`config.mk`:
```
export PLATFORM = sky130hd
export DESIGN_NAME = small_set_table
export DESIGN_NICKNAME = d
export VERILOG_FILES = /design/src/sv/sst_pkg.sv /design/src/sv/sst_cell.sv /design/src/sv/small_set_table.sv
export VERILOG_INCLUDE_DIRS = /design/src /design/src/sv
export SDC_FILE = /design/constraint.sdc
export NUM_CORES = 1
export LEC_CHECK = 0
export ABC_AREA = 1
export BUFFER_PORTS_ARGS = -buffer_cell sky130_fd_sc_hd__buf_2
export CAP_MARGIN = 40
export CORE_ASPECT_RATIO = 0.8
export CORE_MARGIN = 2
export CORE_UTILIZATION = 40
export CTS_CLUSTER_DIAMETER = 60
export DETAILED_ROUTE_END_ITERATION = 6
export HOLD_SLACK_MARGIN = 0.03
export PLACE_DENSITY = 0.55
export RECOVER_POWER = 50
export SETUP_SLACK_MARGIN = 0.3
export SLEW_MARGIN = 20
export SYNTH_ARGS = -nofsm -noshare
export SYNTH_HDL_FRONTEND = slang
export SYNTH_HIERARCHICAL = 1
export SYNTH_SLANG_ARGS = --single-unit
```
`constraint.sdc`:
```
create_clock -name clk_i -period 10.4 [get_ports clk_i]
set_input_delay 1.56 -clock clk_i [delete_from_list [all_inputs] [get_ports clk_i]]
set_output_delay 1.56 -clock clk_i [all_outputs]
set_load 0.05 [all_outputs]
```
`src/sv/small_set_table_assert.svh`:
```
// Assertion macros used by the set table top level.
`ifndef SMALL_SET_TABLE_ASSERT_SVH
`define SMALL_SET_TABLE_ASSERT_SVH

// Checked on every rising edge outside of reset.
`define SST_ASSERT(lbl, prop) \
  lbl: assert property (@(posedge clk_i) disable iff (!rst_ni) prop) \
    else $error("set table assertion failed");

// Checked on every rising edge, reset included.
`define SST_ASSERT_ALWAYS(lbl, prop) \
  lbl: assert property (@(posedge clk_i) prop) \
    else $error("set table invariant failed");

`endif

```
`src/sv/sst_pkg.sv`:
```
`default_nettype none
package sst_pkg;

  // Number of entries the set can hold.
  localparam int unsigned DEPTH = 16;
  // Width of an entry index and of the element count.
  localparam int unsigned IdxW  = (DEPTH > 1) ? $clog2(DEPTH) : 1;
  localparam int unsigned CntW  = $clog2(DEPTH + 1);
  // Fixed field widths of the result.
  localparam int unsigned ValW  = 32;
  localparam int unsigned PosW  = 4;
  localparam int unsigned StatW = 2;
  localparam int unsigned CntFW = 5;

  typedef enum logic [1:0] {
    REQ_CLEAR  = 2'd0,
    REQ_INSERT = 2'd1,
    REQ_REMOVE = 2'd2,
    REQ_LOOKUP = 2'd3
  } sst_req_e;

  typedef enum logic [StatW-1:0] {
    ST_OK   = 2'd0,
    ST_DUP  = 2'd1,
    ST_FULL = 2'd2,
    ST_MISS = 2'd3
  } sst_status_e;

  // Update command broadcast to every cell of the row.
  typedef struct packed {
    logic            ins_en;
    logic            rem_en;
    logic [IdxW-1:0] rem_pos;
    logic [CntW-1:0] count;
    logic [ValW-1:0] value;
  } sst_ctrl_t;

endpackage
`default_nettype wire

```
`src/sv/sst_cell.sv`:
```
`default_nettype none
// One entry of the set: holds a value, compares it with the request and
// takes its upper neighbor's value when an entry at or below it is removed.
module sst_cell
  import sst_pkg::*;
(
  input  wire              clk_i,
  input  wire [IdxW-1:0]   index_i,
  input  wire sst_ctrl_t   ctrl_i,
  input  wire [ValW-1:0]   next_data_i,
  output logic [ValW-1:0]  data_o,
  output logic             hit_o
);

  logic [ValW-1:0] data_q, data_d;
  logic [CntW-1:0] index_ext;
  logic            live;

  assign index_ext = CntW'(index_i);
  assign live      = index_ext < ctrl_i.count;

  // Match only on entries below the count.
  assign hit_o  = live && (data_q == ctrl_i.value);
  assign data_o = data_q;

  // Append lands at the count; removal pulls later entries down by one.
  always_comb begin
    data_d = data_q;
    if (ctrl_i.ins_en && (index_ext == ctrl_i.count)) begin
      data_d = ctrl_i.value;
    end else if (ctrl_i.rem_en && (index_i >= ctrl_i.rem_pos) &&
                 ((index_ext + CntW'(1)) < ctrl_i.count)) begin
      data_d = next_data_i;
    end
  end

  always_ff @(posedge clk_i) begin
    data_q <= data_d;
  end

endmodule
`default_nettype wire

```
`src/sv/small_set_table.sv`:
```
// Small ordered set of up to DEPTH distinct signed 32-bit values, kept in
// arrival order in a row of entry cells. A request (tuser: 0 clear, 1 insert,
// 2 remove, 3 lookup) is compared against all live entries in the cycle it
// is accepted, the set is updated at that same edge, and one result follows
// in the output register on the next cycle. The block takes one request per
// clock; the figure is set by the combinational compare across the cell row
// and the one-step shift that closes the gap after a removal. The input
// stalls only while a result waits in the output register and the sink is
// not ready. Entries above the count are never read, so no clearing is
// needed after reset.
`default_nettype none
`include "small_set_table_assert.svh"
module small_set_table
  import sst_pkg::*;
(
  input  wire         clk_i,
  input  wire         rst_ni,
  input  wire         s_axis_tvalid,
  output logic        s_axis_tready,
  input  wire  [31:0] s_axis_tdata,  // [31:0] value
  input  wire  [1:0]  s_axis_tuser,  // [1:0] req_type
  output logic        m_axis_tvalid,
  input  wire         m_axis_tready,
  output logic [15:0] m_axis_tdata   // [0] found, [4:1] position,
                                     // [6:5] status, [11:7] count, rest zero
);

  logic [CntW-1:0]  count_q, count_d;
  logic             out_valid_q;
  logic [15:0]      out_data_q;
  logic             in_acc;
  sst_req_e         req;
  sst_ctrl_t        ctrl;
  logic [DEPTH-1:0] hit;
  logic [ValW-1:0]  cell_data [DEPTH];
  logic             found;
  logic [IdxW-1:0]  pos;
  logic             full;
  sst_status_e      status;
  logic [CntFW-1:0] count_f;
  logic [PosW-1:0]  pos_f;

  assign s_axis_tready = !out_valid_q || m_axis_tready;
  assign in_acc        = s_axis_tvalid && s_axis_tready;
  assign req           = sst_req_e'(s_axis_tuser);
  assign full          = count_q >= CntW'(DEPTH);

  // Match summary: entries are distinct, so at most one cell hits.
  always_comb begin
    pos = '0;
    for (int i = 0; i < DEPTH; i++) begin
      if (hit[i]) pos = pos | IdxW'(i);
    end
  end
  assign found = |hit;

  // Decide the update and the status of this request.
  always_comb begin
    ctrl.ins_en  = 1'b0;
    ctrl.rem_en  = 1'b0;
    ctrl.rem_pos = pos;
    ctrl.count   = count_q;
    ctrl.value   = s_axis_tdata;
    count_d      = count_q;
    status       = ST_OK;
    case (req)
      REQ_CLEAR: begin
        count_d = '0;
      end
      REQ_INSERT: begin
        if (found) begin
          status = ST_DUP;
        end else if (full) begin
          status = ST_FULL;
        end else begin
          ctrl.ins_en = in_acc;
          count_d     = count_q + CntW'(1);
        end
      end
      REQ_REMOVE: begin
        if (!found) begin
          status = ST_MISS;
        end else begin
          ctrl.rem_en = in_acc;
          count_d     = count_q - CntW'(1);
        end
      end
      REQ_LOOKUP: begin
        if (!found) status = ST_MISS;
      end
      default: begin
        status = ST_OK;
      end
    endcase
  end

  // Row of entry cells, each fed by its upper neighbor.
  for (genvar g = 0; g < DEPTH; g++) begin : g_cell
    logic [ValW-1:0] next_data;
    if (g == DEPTH - 1) begin : g_last
      assign next_data = '0;
    end else begin : g_mid
      assign next_data = cell_data[g+1];
    end
    sst_cell u_cell (
      .clk_i       (clk_i),
      .index_i     (IdxW'(g)),
      .ctrl_i      (ctrl),
      .next_data_i (next_data),
      .data_o      (cell_data[g]),
      .hit_o       (hit[g])
    );
  end

  assign count_f = CntFW'(count_d);
  assign pos_f   = (req == REQ_CLEAR) ? '0 : PosW'(pos);

  // Element count and output register.
  always_ff @(posedge clk_i or negedge rst_ni) begin
    if (!rst_ni) begin
      count_q     <= '0;
      out_valid_q <= 1'b0;
    end else begin
      if (in_acc) begin
        count_q     <= count_d;
        out_valid_q <= 1'b1;
      end else if (m_axis_tready) begin
        out_valid_q <= 1'b0;
      end
    end
  end

  always_ff @(posedge clk_i) begin
    if (in_acc) begin
      out_data_q <= {4'b0, count_f, status, pos_f, found && (req != REQ_CLEAR)};
    end
  end

  assign m_axis_tvalid = out_valid_q;
  assign m_axis_tdata  = out_data_q;

  // Checks on the count and on the compare row.
  `SST_ASSERT_ALWAYS(a_count_bound, (!rst_ni) || (count_q <= CntW'(DEPTH)))
  `SST_ASSERT(a_single_hit, $onehot0(hit))
  `SST_ASSERT(a_insert_grows,
    (in_acc && req == REQ_INSERT && !found && !full) |=>
      (count_q == $past(count_q) + CntW'(1)))
  `SST_ASSERT(a_remove_shrinks,
    (in_acc && req == REQ_REMOVE && found) |=>
      (count_q == $past(count_q) - CntW'(1)))

endmodule
`default_nettype wire
```
==> flow_summary.ini, run 1 <==
[clocking]
tritoncts = done
clock_sinks = 530
clock-root-buffer = clkbuf_16
insertion_delay_ns = 0.64
clk_pin_slew_ns = 0.06
numCtsBuffers = 58
post_cts_resized = 0
postCtsSetupBuffers = 0
h-tree-depth = 2
cts_hold_buf = 0
clock_path_buffers = 3

[worst_setup_path]
worstPathRequired_ns = 10.76
ff2ff_path_depth = 23
crit_chain = clkbuf_1 -> clkbuf_1 -> inv_1 -> nand2_1 -> nand2_1 -> nor2_1 -> nand2_1 -> nor2_1 -> nand3_1 -> nor2_1 -> inv_1 -> nand2_1 -> nor2_1 -> nand2_1 -> clkbuf_1 -> nor2_1 -> nand2_2 -> nor4_1 -> buf_4 -> nand3b_4 -> buf_4 -> o21ai_4 -> buf_16
max_stage_delay_ns = 0.97
path_delay_family = buffers and inverters
critPathBufInv = 8
crit_path_top_delay_cell = clkbuf_1
r2r-end = g_cell[0].u_cell/data_o[22]$_DFFE_PP_
crit_path_start_kind = primary input
cp.depth = 23
cp-endpoint = g_cell[0].u_cell/data_o[22]$_DFFE_PP_
end_kind = flop
path_class = in -> reg
r2r-start = count_q[2]$_DFFE_PN0N_
crit_fanout = 65
crit_start = s_axis_tdata[1]
reg2reg_slack_ns = 4.84
cp.arrival_ns = 7.57

[layout]
antennaDiodeCount = 0
layout-drive-gt1-share_pct = 6.213
nets = 5627
design_area_um2 = 43140
most-common-layout-cells = nand2_1 (1,621), inv_1 (1,003), edfxtp_1 (524)
synthToLayoutAreaGrowth_pct = 9.600
nFillCells = 9999
final_common_cell = nand2_1

[hold_path]
hold_class = reg -> reg

[routing]
dr.pass1.iters = 5
drt_wl_total_um = 96090
via_per_inst = 4.468
vias = 29970
wl_per_cell_um = 14.33
drc = 0
drtIter0Drc = 1825
antenna_left = 0

[power_and_ir_drop]
power_density_nw_per_um2 = 122.6
vdd_drop_max_uv = 132.3
p_leak_nw = 21.67

[placed_design]
place_congestion = 0.8428
place_area_um2 = 42000
port_buffers = 51
hpwl_um = 72520

[sta]
setup_tns_ns = 0
tightest_slew_ns = 1.237
finalSetupViolCount = 0
finalCritPeriodShare_pct = 69.29
slew_headroom_pct = 17.51
hold_viol = 0
slew_viol_final = 0
period_needed_ns = 7.206
rsz0062_at_grt = no
max_freq_ghz = 0.1388
clock_skew_ns = 0.03440

[outcome]
status = complete, no violations

[floorplanning]
fp.dieW_um = 354.7
core_um2 = 97120
initial_utilization_pct = 40.53
fp-row-count = 102
num_io_pins = 56
die_area_um2 = 100900
fp.dieH_um = 284.6

[logic_synthesis]
synth_edf_count = 524
synth_seq_cells = 530
ys_warn_count = 6
netlist_instances = 5011
async_flop_share_pct = 1.132
syn-cell-area_um2 = 39360
yosysSeqAreaShare_pct = 40.36
synth_area_per_cell_um2 = 7.855
yosys_most_used_dff = edfxtp_1
ys_types = 32

[global_route]
grt_max_degree = 66
antenna_found_initial = 3
track_usage_pct = 19.13
grt_pass1_vias = 28690
grt_overflow = 0
grt_pass1_wl_um = 154500

[flow_run]
maxCapViolations = 0
## per-layer routing
layer / share of wire (%) / track usage, % / vias up
met5: 0 / 0 / -
met2: 47 / 32.82 / 429
met4: 2.3 / 4.693 / 0
met3: 3.4 / 2.112 / 117
met1: 47 / 25.69 / 13390
li1: - / - / 16040
## worst min path at each step
| stage | start | to | slack [ns] | depth (start not counted) |
|---|---|---|---|---|
| floorplan | g_cell[5].u_cell/data_o[3]$_DFFE_PP_ | g_cell[4].u_cell/data_o[3]$_DFFE_PP_ | 0.53 | 2 |
| global placement | count_q[1]$_DFFE_PN0N_ | count_q[1]$_DFFE_PN0N_ | 0.47 | 2 |
| detailed placement | count_q[1]$_DFFE_PN0N_ | count_q[1]$_DFFE_PN0N_ | 0.48 | 2 |
| CTS | count_q[1]$_DFFE_PN0N_ | count_q[1]$_DFFE_PN0N_ | 0.50 | 2 |
| global route | count_q[1]$_DFFE_PN0N_ | count_q[1]$_DFFE_PN0N_ | 0.53 | 2 |
| finish | count_q[1]$_DFFE_PN0N_ | count_q[1]$_DFFE_PN0N_ | 0.49 | 2 |
## worst register-to-register path: cells and delay by family (launching register included)
kind | cells | cell delay, ns
AO/OA/AOI/OAI | 2 | 0.58
adder cells (fa/ha/maj) | 1 | 0.24
AND/OR/NAND/NOR | 12 | 1.69
buffers and inverters | 8 | 2.38
flip-flops | 1 | 0.36
## sequential cells by signal, summed over array words and instances, names as in the netlist
signal	flops
m_axis_tdata	12
count_q	5
m_axis_tvalid	1
g_cell.u_cell/data_o	512
## per-stage QoR
stage | utilization, % | setup WS [ns] | power, W | cells | hold slack, ns
2_1_floorplan | - | 1.325 | 0.003025 | 5301 | 0.5251
3_3_place_gp | 42.78 | 3.338 | 0.003280 | 6565 | 0.4691
3_5_place_dp | 43.25 | 3.645 | 0.003299 | 6582 | 0.4820
4_1_cts | 45.15 | 4.324 | 0.005390 | 6688 | 0.4983
5_1_grt | 44.42 | 2.777 | 0.005564 | 6708 | 0.5302
6_report | 44.42 | 3.194 | 0.005287 | 6708 | 0.4895
## layout make-up
class                      instances  area, um^2  area share (%)
inverter                        1003        3765           8.727
tap                             1300        1627           3.770
timing repair buffer             121        1413           3.274
sequential                       530       15890           36.83
clock inverter                    37       332.8          0.7715
clock buffer                      69        1514           3.509
multi-input combinational       3648       18600           43.12
## cell families (layout without fill, tap and decap cells)
logic type	count (synthesis)	after routing	share of synthesized area, %
and+or+nand+nor	2191	2191	22.26
buffers and inverters	1123	1230	12.65
AOI/OAI and AO/OA	717	717	12.58
DFF	530	530	40.36
adders and majority gates	227	227	7.216
xor gates and xnor gates	221	221	4.917
other	2	292	0.01908
## where the power goes
| part | total, W | switching, W | internal [W] |
|---|---|---|---|
| Clock | 0.00207 | 0.000891 | 0.00118 |
| Combinational | 0.000845 | 0.000565 | 0.000279 |
| Sequential | 0.00237 | 0.0000171 | 0.00235 |
| Total | 0.00529 | 0.00147 | 0.00381 |
## cell usage after synthesis, drive strengths merged, types with 16 or more instances
cell type / number / area (um^2)
nand2: 1623 / 6112
nor2: 436 / 1712
a21oi: 54 / 270.3
ha: 227 / 2840
edfxtp: 524 / 15740
xnor2: 79 / 691.9
buf: 118 / 1207
inv: 1003 / 3765
nand3: 101 / 530.5
o21ai: 645 / 4549
nand3b: 16 / 320.3
xor2: 142 / 1244
Note: power is estimated with default switching activity, not from simulation.
==> run 2, diff against run 1 <==
--- a/config.mk
+++ b/config.mk
@@ -6,7 +6,7 @@
 export SDC_FILE = /design/constraint.sdc
 export NUM_CORES = 1
 export LEC_CHECK = 0
-export ABC_AREA = 1
+export ABC_AREA = 0
 export BUFFER_PORTS_ARGS = -buffer_cell sky130_fd_sc_hd__buf_2
 export CAP_MARGIN = 40
 export CORE_ASPECT_RATIO = 0.8
==> constraint.sdc (replaced) <==
create_clock -name clk_i -period 6.91 [get_ports clk_i]
set_input_delay 1.0365 -clock clk_i [delete_from_list [all_inputs] [get_ports clk_i]]
set_output_delay 1.0365 -clock clk_i [all_outputs]
set_load 0.05 [all_outputs]
==> run 2 against run 1 <==
Effect of this change: count of clock-buffer cells in the layout shrank 2; area after synthesis shrank 13%; synthesized cell count shrank 48%; clock skew shrank 0.0068 ns; largest cell class unchanged.
==> flow_summary.ini, run 2 <==
[worst_setup_path]
max_stage_delay_ns = 0.81
crit_chain = clkbuf_1 -> inv_1 -> ha_1 -> nor2b_1 -> o21a_1 -> o21ai_0 -> a21oi_1 -> nor3_1 -> nor4_1 -> clkbuf_1 -> and4_1 -> nand2_1 -> nor3_1 -> clkbuf_1 -> nand4_2 -> nor3b_4 -> buf_4 -> mux2_2
ff2ff_path_depth = 18
cpMostUsedCell = clkbuf_1
cp.depth = 18
path_class = reg -> reg
crit_path_top_delay_cell = dfrtp_1
cp.arrival_ns = 6.54
critPathBufInv = 5
crit_fanout = 32
crit_path_start_kind = flop
path_delay_family = simple AND/OR/NAND/NOR gates
worstPathRequired_ns = 7.30
end_kind = flop

[routing]
drtIter0Drc = 1067
via_per_inst = 5.053
drt_wl_total_um = 83050
wl_per_cell_um = 19.58
antenna_left = 0
vias = 21430
dr.pass1.iters = 5
drc = 0

[sta]
finalCritPeriodShare_pct = 89.01
max_freq_ghz = 0.1626
period_needed_ns = 6.151
tightest_slew_ns = 0.9406
finalSetupViolCount = 0
hold_viol = 0
setup_tns_ns = 0
slew_headroom_pct = 37.29
rsz0062_at_grt = no
hold_slack_ns = 0.2720
slew_viol_final = 0
clock_skew_ns = 0.02761

[clocking]
numCtsBuffers = 60
h-tree-depth = 2
postCtsSetupBuffers = 0
post_cts_resized = 0
clock_sinks = 530
cts_hold_buf = 0
clock_path_buffers = 3
tritoncts = done
clk_pin_slew_ns = 0.07
insertion_delay_ns = 0.65
clock-root-buffer = clkbuf_16

[layout]
regArea_um2 = 15890
nets = 3341
fin_util_pct = 46.68
synthToLayoutAreaGrowth_pct = 15.20
largest_reg_flops = 512
multiInputGateArea_um2 = 18320
design_area_um2 = 39340
final_common_cell = edfxtp_1
layout-drive-gt1-share_pct = 23.39
most-common-layout-cells = edfxtp_1 (524), xor2_1 (509), mux2_2 (470)
nFillCells = 7589

[global_route]
antenna_found_initial = 7
track_usage_pct = 19.11
grt_pass1_wl_um = 130200
grt_pass1_vias = 22590
grt_max_degree = 45
grt_overflow = 0

[placed_design]
place_congestion = 0.8364
port_buffers = 51
hpwl_um = 60840
place_area_um2 = 37390

[floorplanning]
num_io_pins = 56
die_area_um2 = 87750
initial_utilization_pct = 40.52
core_um2 = 84270
fp.dieW_um = 330.7
fp.dieH_um = 265.4
fp-row-count = 95

[logic_synthesis]
syn-cell-area_um2 = 34150
synth_top_area_share_pct = 46.07
synth_area_leader_cell = edfxtp_1
ys_types = 49
ys_warn_count = 6
async_flop_share_pct = 1.132
yosys-top-cells-area = edfxtp_1 (46%), mux2_2 (16%), xor2_1 (13%)
netlist_instances = 2614
synth_area_per_cell_um2 = 13.06
synth_seq_cells = 530
synth_edf_count = 524
yosys_most_used_dff = edfxtp_1
synth.most_common_cell = edfxtp_1
yosys-top-cells-count = edfxtp_1 (524), xor2_1 (509), mux2_2 (472), ha_1 (227), inv_1 (151)
yosysSeqAreaShare_pct = 46.51

[power_and_ir_drop]
power_density_nw_per_um2 = 197.9
vdd_drop_max_uv = 168.9
p_leak_nw = 14.91

[flow_run]
maxCapViolations = 0

[outcome]
status = complete, no violations

[hold_path]
hold_class = in -> async
run 2: layout make-up:
| class | instances | area share, % |
|---|---|---|
| Timing Repair Buffer | 155 | 3.104 |
| Tap cell | 1115 | 3.546 |
| Sequential cell | 530 | 40.39 |
| Clock buffer | 67 | 3.937 |
| Clock inverter | 44 | 0.9922 |
| Inverter | 152 | 1.450 |
| Antenna cell | 1 | 0.006361 |
| Multi-Input combinational cell | 2177 | 46.57 |
run 2: cells by family after synthesis:
kind of cell	share of synthesized area, %
XOR/XNOR	13.98
other	0.02199
adder cells (fa/ha/maj)	8.317
flip-flops	46.51
AO/OA/AOI/OAI	3.294
AND/OR/NAND/NOR	7.533
multiplexers	16.88
buffers and inverters	3.462
run 2: stage by stage:
stage,instances,setup WS (ns),total power [W]
2_1_floorplan,2920,0.3422,0.004274
3_3_place_gp,4119,0.8664,0.004626
3_5_place_dp,4123,0.9130,0.004669
4_1_cts,4234,1.147,0.007871
5_1_grt,4241,0.4223,0.008157
6_report,4241,0.7593,0.007787
run 2: final timing paths:
path / startpoint / to / slack [ns]
setup / recovery: count_q[1]$_DFFE_PN0N_ / g_cell[6].u_cell/data_o[26]$_DFFE_PP_ / 0.76
hold / removal: rst_ni / m_axis_tvalid$_DFFE_PN0P_ / 0.27
min in group clk_i: m_axis_tvalid$_DFFE_PN0P_ / m_axis_tvalid$_DFFE_PN0P_ / 0.56
setup reg to reg: count_q[1]$_DFFE_PN0N_ / g_cell[6].u_cell/data_o[26]$_DFFE_PP_ / 0.76
hold reg to reg: m_axis_tvalid$_DFFE_PN0P_ / m_axis_tvalid$_DFFE_PN0P_ / 0.56
max in group asynchronous: rst_ni / count_q[4]$_DFFE_PN0N_ / 6.36
run 2: where the power goes:
group	leakage, nW	switching (W)	total, W	internal [W]
registers	4.78	0.0000557	0.00355	0.00350
clock network	0.952	0.00136	0.00317	0.00181
logic	9.18	0.000647	0.00106	0.000417
total	14.9	0.00206	0.00779	0.00572
run 2: metal layers:
layer	track usage, %	part of all wire, %
met1	26.32	48
met2	31.51	47
met3	2.655	3.5
met4	5.014	2.2
met5	0	0
==> run 3, diff against run 2 <==
--- a/config.mk
+++ b/config.mk
@@ -7,15 +7,15 @@
 export NUM_CORES = 1
 export LEC_CHECK = 0
 export ABC_AREA = 0
-export BUFFER_PORTS_ARGS = -buffer_cell sky130_fd_sc_hd__buf_2
 export CAP_MARGIN = 40
 export CORE_ASPECT_RATIO = 0.8
 export CORE_MARGIN = 2
 export CORE_UTILIZATION = 40
 export CTS_CLUSTER_DIAMETER = 60
 export DETAILED_ROUTE_END_ITERATION = 6
+export DONT_BUFFER_PORTS = 1
 export HOLD_SLACK_MARGIN = 0.03
-export PLACE_DENSITY = 0.55
+export PLACE_DENSITY = 0.54
 export RECOVER_POWER = 50
 export SETUP_SLACK_MARGIN = 0.3
 export SLEW_MARGIN = 20
==> run 3 against run 2 <==
Effect of this change: non-clock buffer count shrank 108; sequential power hardly changed; routed wire length fell by 5.9%; largest cell class unchanged.
==> flow_summary.ini, run 3 (synthesis results as in run 2) <==
[worst_setup_path]
crit_path_top_delay_cell = clkbuf_2
end_kind = flop
cpMostUsedCell = nor3_1
worstPathRequired_ns = 7.26
critPathBufInv = 4
path_delay_family = simple AND/OR/NAND/NOR gates
crit_fanout = 32
crit_chain = clkbuf_1 -> inv_1 -> ha_1 -> nor2b_1 -> o21a_1 -> o21ai_0 -> a21oi_1 -> nor3_1 -> nor4_2 -> and4_1 -> nand2_1 -> nor3_1 -> buf_4 -> nor3b_1 -> clkbuf_2 -> mux2_1
max_stage_delay_ns = 0.72
cp.arrival_ns = 6.52
path_class = reg -> reg
crit_path_start_kind = flop

[floorplanning]
die_area_um2 = 87750
num_io_pins = 56
core_um2 = 84270
fp-row-count = 95
initial_utilization_pct = 40.52
fp.dieH_um = 265.4
fp.dieW_um = 330.7

[routing]
wl_per_cell_um = 18.97
antenna_left = 0
dr.pass1.iters = 7
drt_wl_total_um = 78190
drc = 0
drtIter0Drc = 1005
vias = 20450
via_per_inst = 4.963

[placed_design]
place_congestion = 0.8355
port_buffers = 0
place_area_um2 = 36680
hpwl_um = 57010

[layout]
largest_reg_flops = 512
layout-drive-gt1-share_pct = 20.73
final_common_cell = edfxtp_1
most-common-layout-cells = edfxtp_1 (524), xor2_1 (509), mux2_2 (464)
antennaDiodeCount = 0
synthToLayoutAreaGrowth_pct = 12.41
nets = 3229
design_area_um2 = 38390

[sta]
tightest_slew_ns = 1.140
setup_tns_ns = 0
period_needed_ns = 6.166
clock_skew_ns = 0.03061
max_freq_ghz = 0.1622
slew_viol_final = 0
hold_viol = 0
rsz0062_at_grt = no
finalSetupViolCount = 0
slew_headroom_pct = 24.00
finalCritPeriodShare_pct = 89.24

[power_and_ir_drop]
power_density_nw_per_um2 = 195.5
comb_power_share_pct = 11.4
clockPowerShare_pct = 41.1
p_int_w = 0.005688
switching_share_pct = 24.20
pwr-share-seq_pct = 47.6
switchingPower_w = 0.001816
vdd_drop_max_uv = 200.4
p_leak_nw = 14.36

[global_route]
grt_pass1_wl_um = 122900
track_usage_pct = 17.94
grt_pass1_vias = 21460
grt_overflow = 0
antenna_found_initial = 0
grt_max_degree = 43

[clocking]
numCtsBuffers = 56
tritoncts = done
clk_pin_slew_ns = 0.06
post_cts_resized = 0
clock_sinks = 530
postCtsSetupBuffers = 0
insertion_delay_ns = 0.63
clock_path_buffers = 3
clock-root-buffer = clkbuf_16
cts_hold_buf = 0
h-tree-depth = 2

[flow_run]
maxCapViolations = 0

[outcome]
status = complete, no violations

[hold_path]
hold_class = in -> async
-- run 3: changes by cell type in the layout (fill, tap and decap cells not counted), moves of 4 or more --
cell       before  now
clkbuf_1       26   11
clkbuf_16      61   57
clkinv_1       15   10
buf_4          80   28
mux2_2        470  464
mux2_1         42   48
buf_2          36    0
buf_12         12    0
clkbuf_2        3   13
-- run 3: metal layers --
layer | vias to the layer above | GRT usage [%] | part of all wire (%)
li1 | 10070 | - | -
met1 | 9971 | 24.17 | 47
met2 | 297 | 29.98 | 47
met3 | 117 | 2.327 | 3.1
met4 | 0 | 5.503 | 2.9
met5 | - | 0 | 0
-- run 3: power by group through the flow --
| stage | sequential, W | combinational (W) | clock, W |
|---|---|---|---|
| 2_1_floorplan | 0.00363 | 0.000647 | 0 |
| 3_3_place_gp | 0.00365 | 0.000781 | 0 |
| 3_5_place_dp | 0.00364 | 0.000846 | 0 |
| 4_1_cts | 0.00357 | 0.000851 | 0.00317 |
| 5_1_grt | 0.00357 | 0.000995 | 0.00328 |
| 6_report | 0.00357 | 0.000854 | 0.00308 |
-- run 3: area by class of cell --
cell class / instances / area [um^2]
clock inverter: 33 / 381.6
multi-input combinational: 2177 / 18280
clock buffer: 67 / 1464
timing repair buffer: 47 / 404.1
tap: 1115 / 1395
sequential: 530 / 15890
inverter: 152 / 570.5
fill: 7677 / 45890
-- run 3: path summary, 6_finish.rpt --
check	from	end	slack, ns	cells after the start
worst max-delay path	count_q[1]$_DFFE_PN0N_	g_cell[4].u_cell/data_o[20]$_DFFE_PP_	0.74	16
min in group clk_i	s_axis_tvalid	m_axis_tvalid$_DFFE_PN0P_	0.52	1
worst min-delay path	rst_ni	count_q[1]$_DFFE_PN0N_	0.10	0
max in group asynchronous	rst_ni	count_q[3]$_DFFE_PN0N_	6.72	0
worst max register to register	count_q[1]$_DFFE_PN0N_	g_cell[4].u_cell/data_o[20]$_DFFE_PP_	0.74	16
worst min register to register	g_cell[9].u_cell/data_o[30]$_DFFE_PP_	g_cell[8].u_cell/data_o[30]$_DFFE_PP_	0.57	1
-- run 3: stage by stage --
step           power [W]  util [%]  hold WS, ns  setup WS (ns)  std cells
2_1_floorplan   0.004274         -       0.5507         0.3422       2920
3_3_place_gp    0.004432     43.38       0.5638          1.190       4016
3_5_place_dp    0.004486     43.53       0.5644          1.138       4021
4_1_cts         0.007590     45.72      0.05468          1.093       4121
5_1_grt         0.007852     45.55      0.06284         0.4178       4121
6_report        0.007504     45.55       0.1016         0.7436       4121
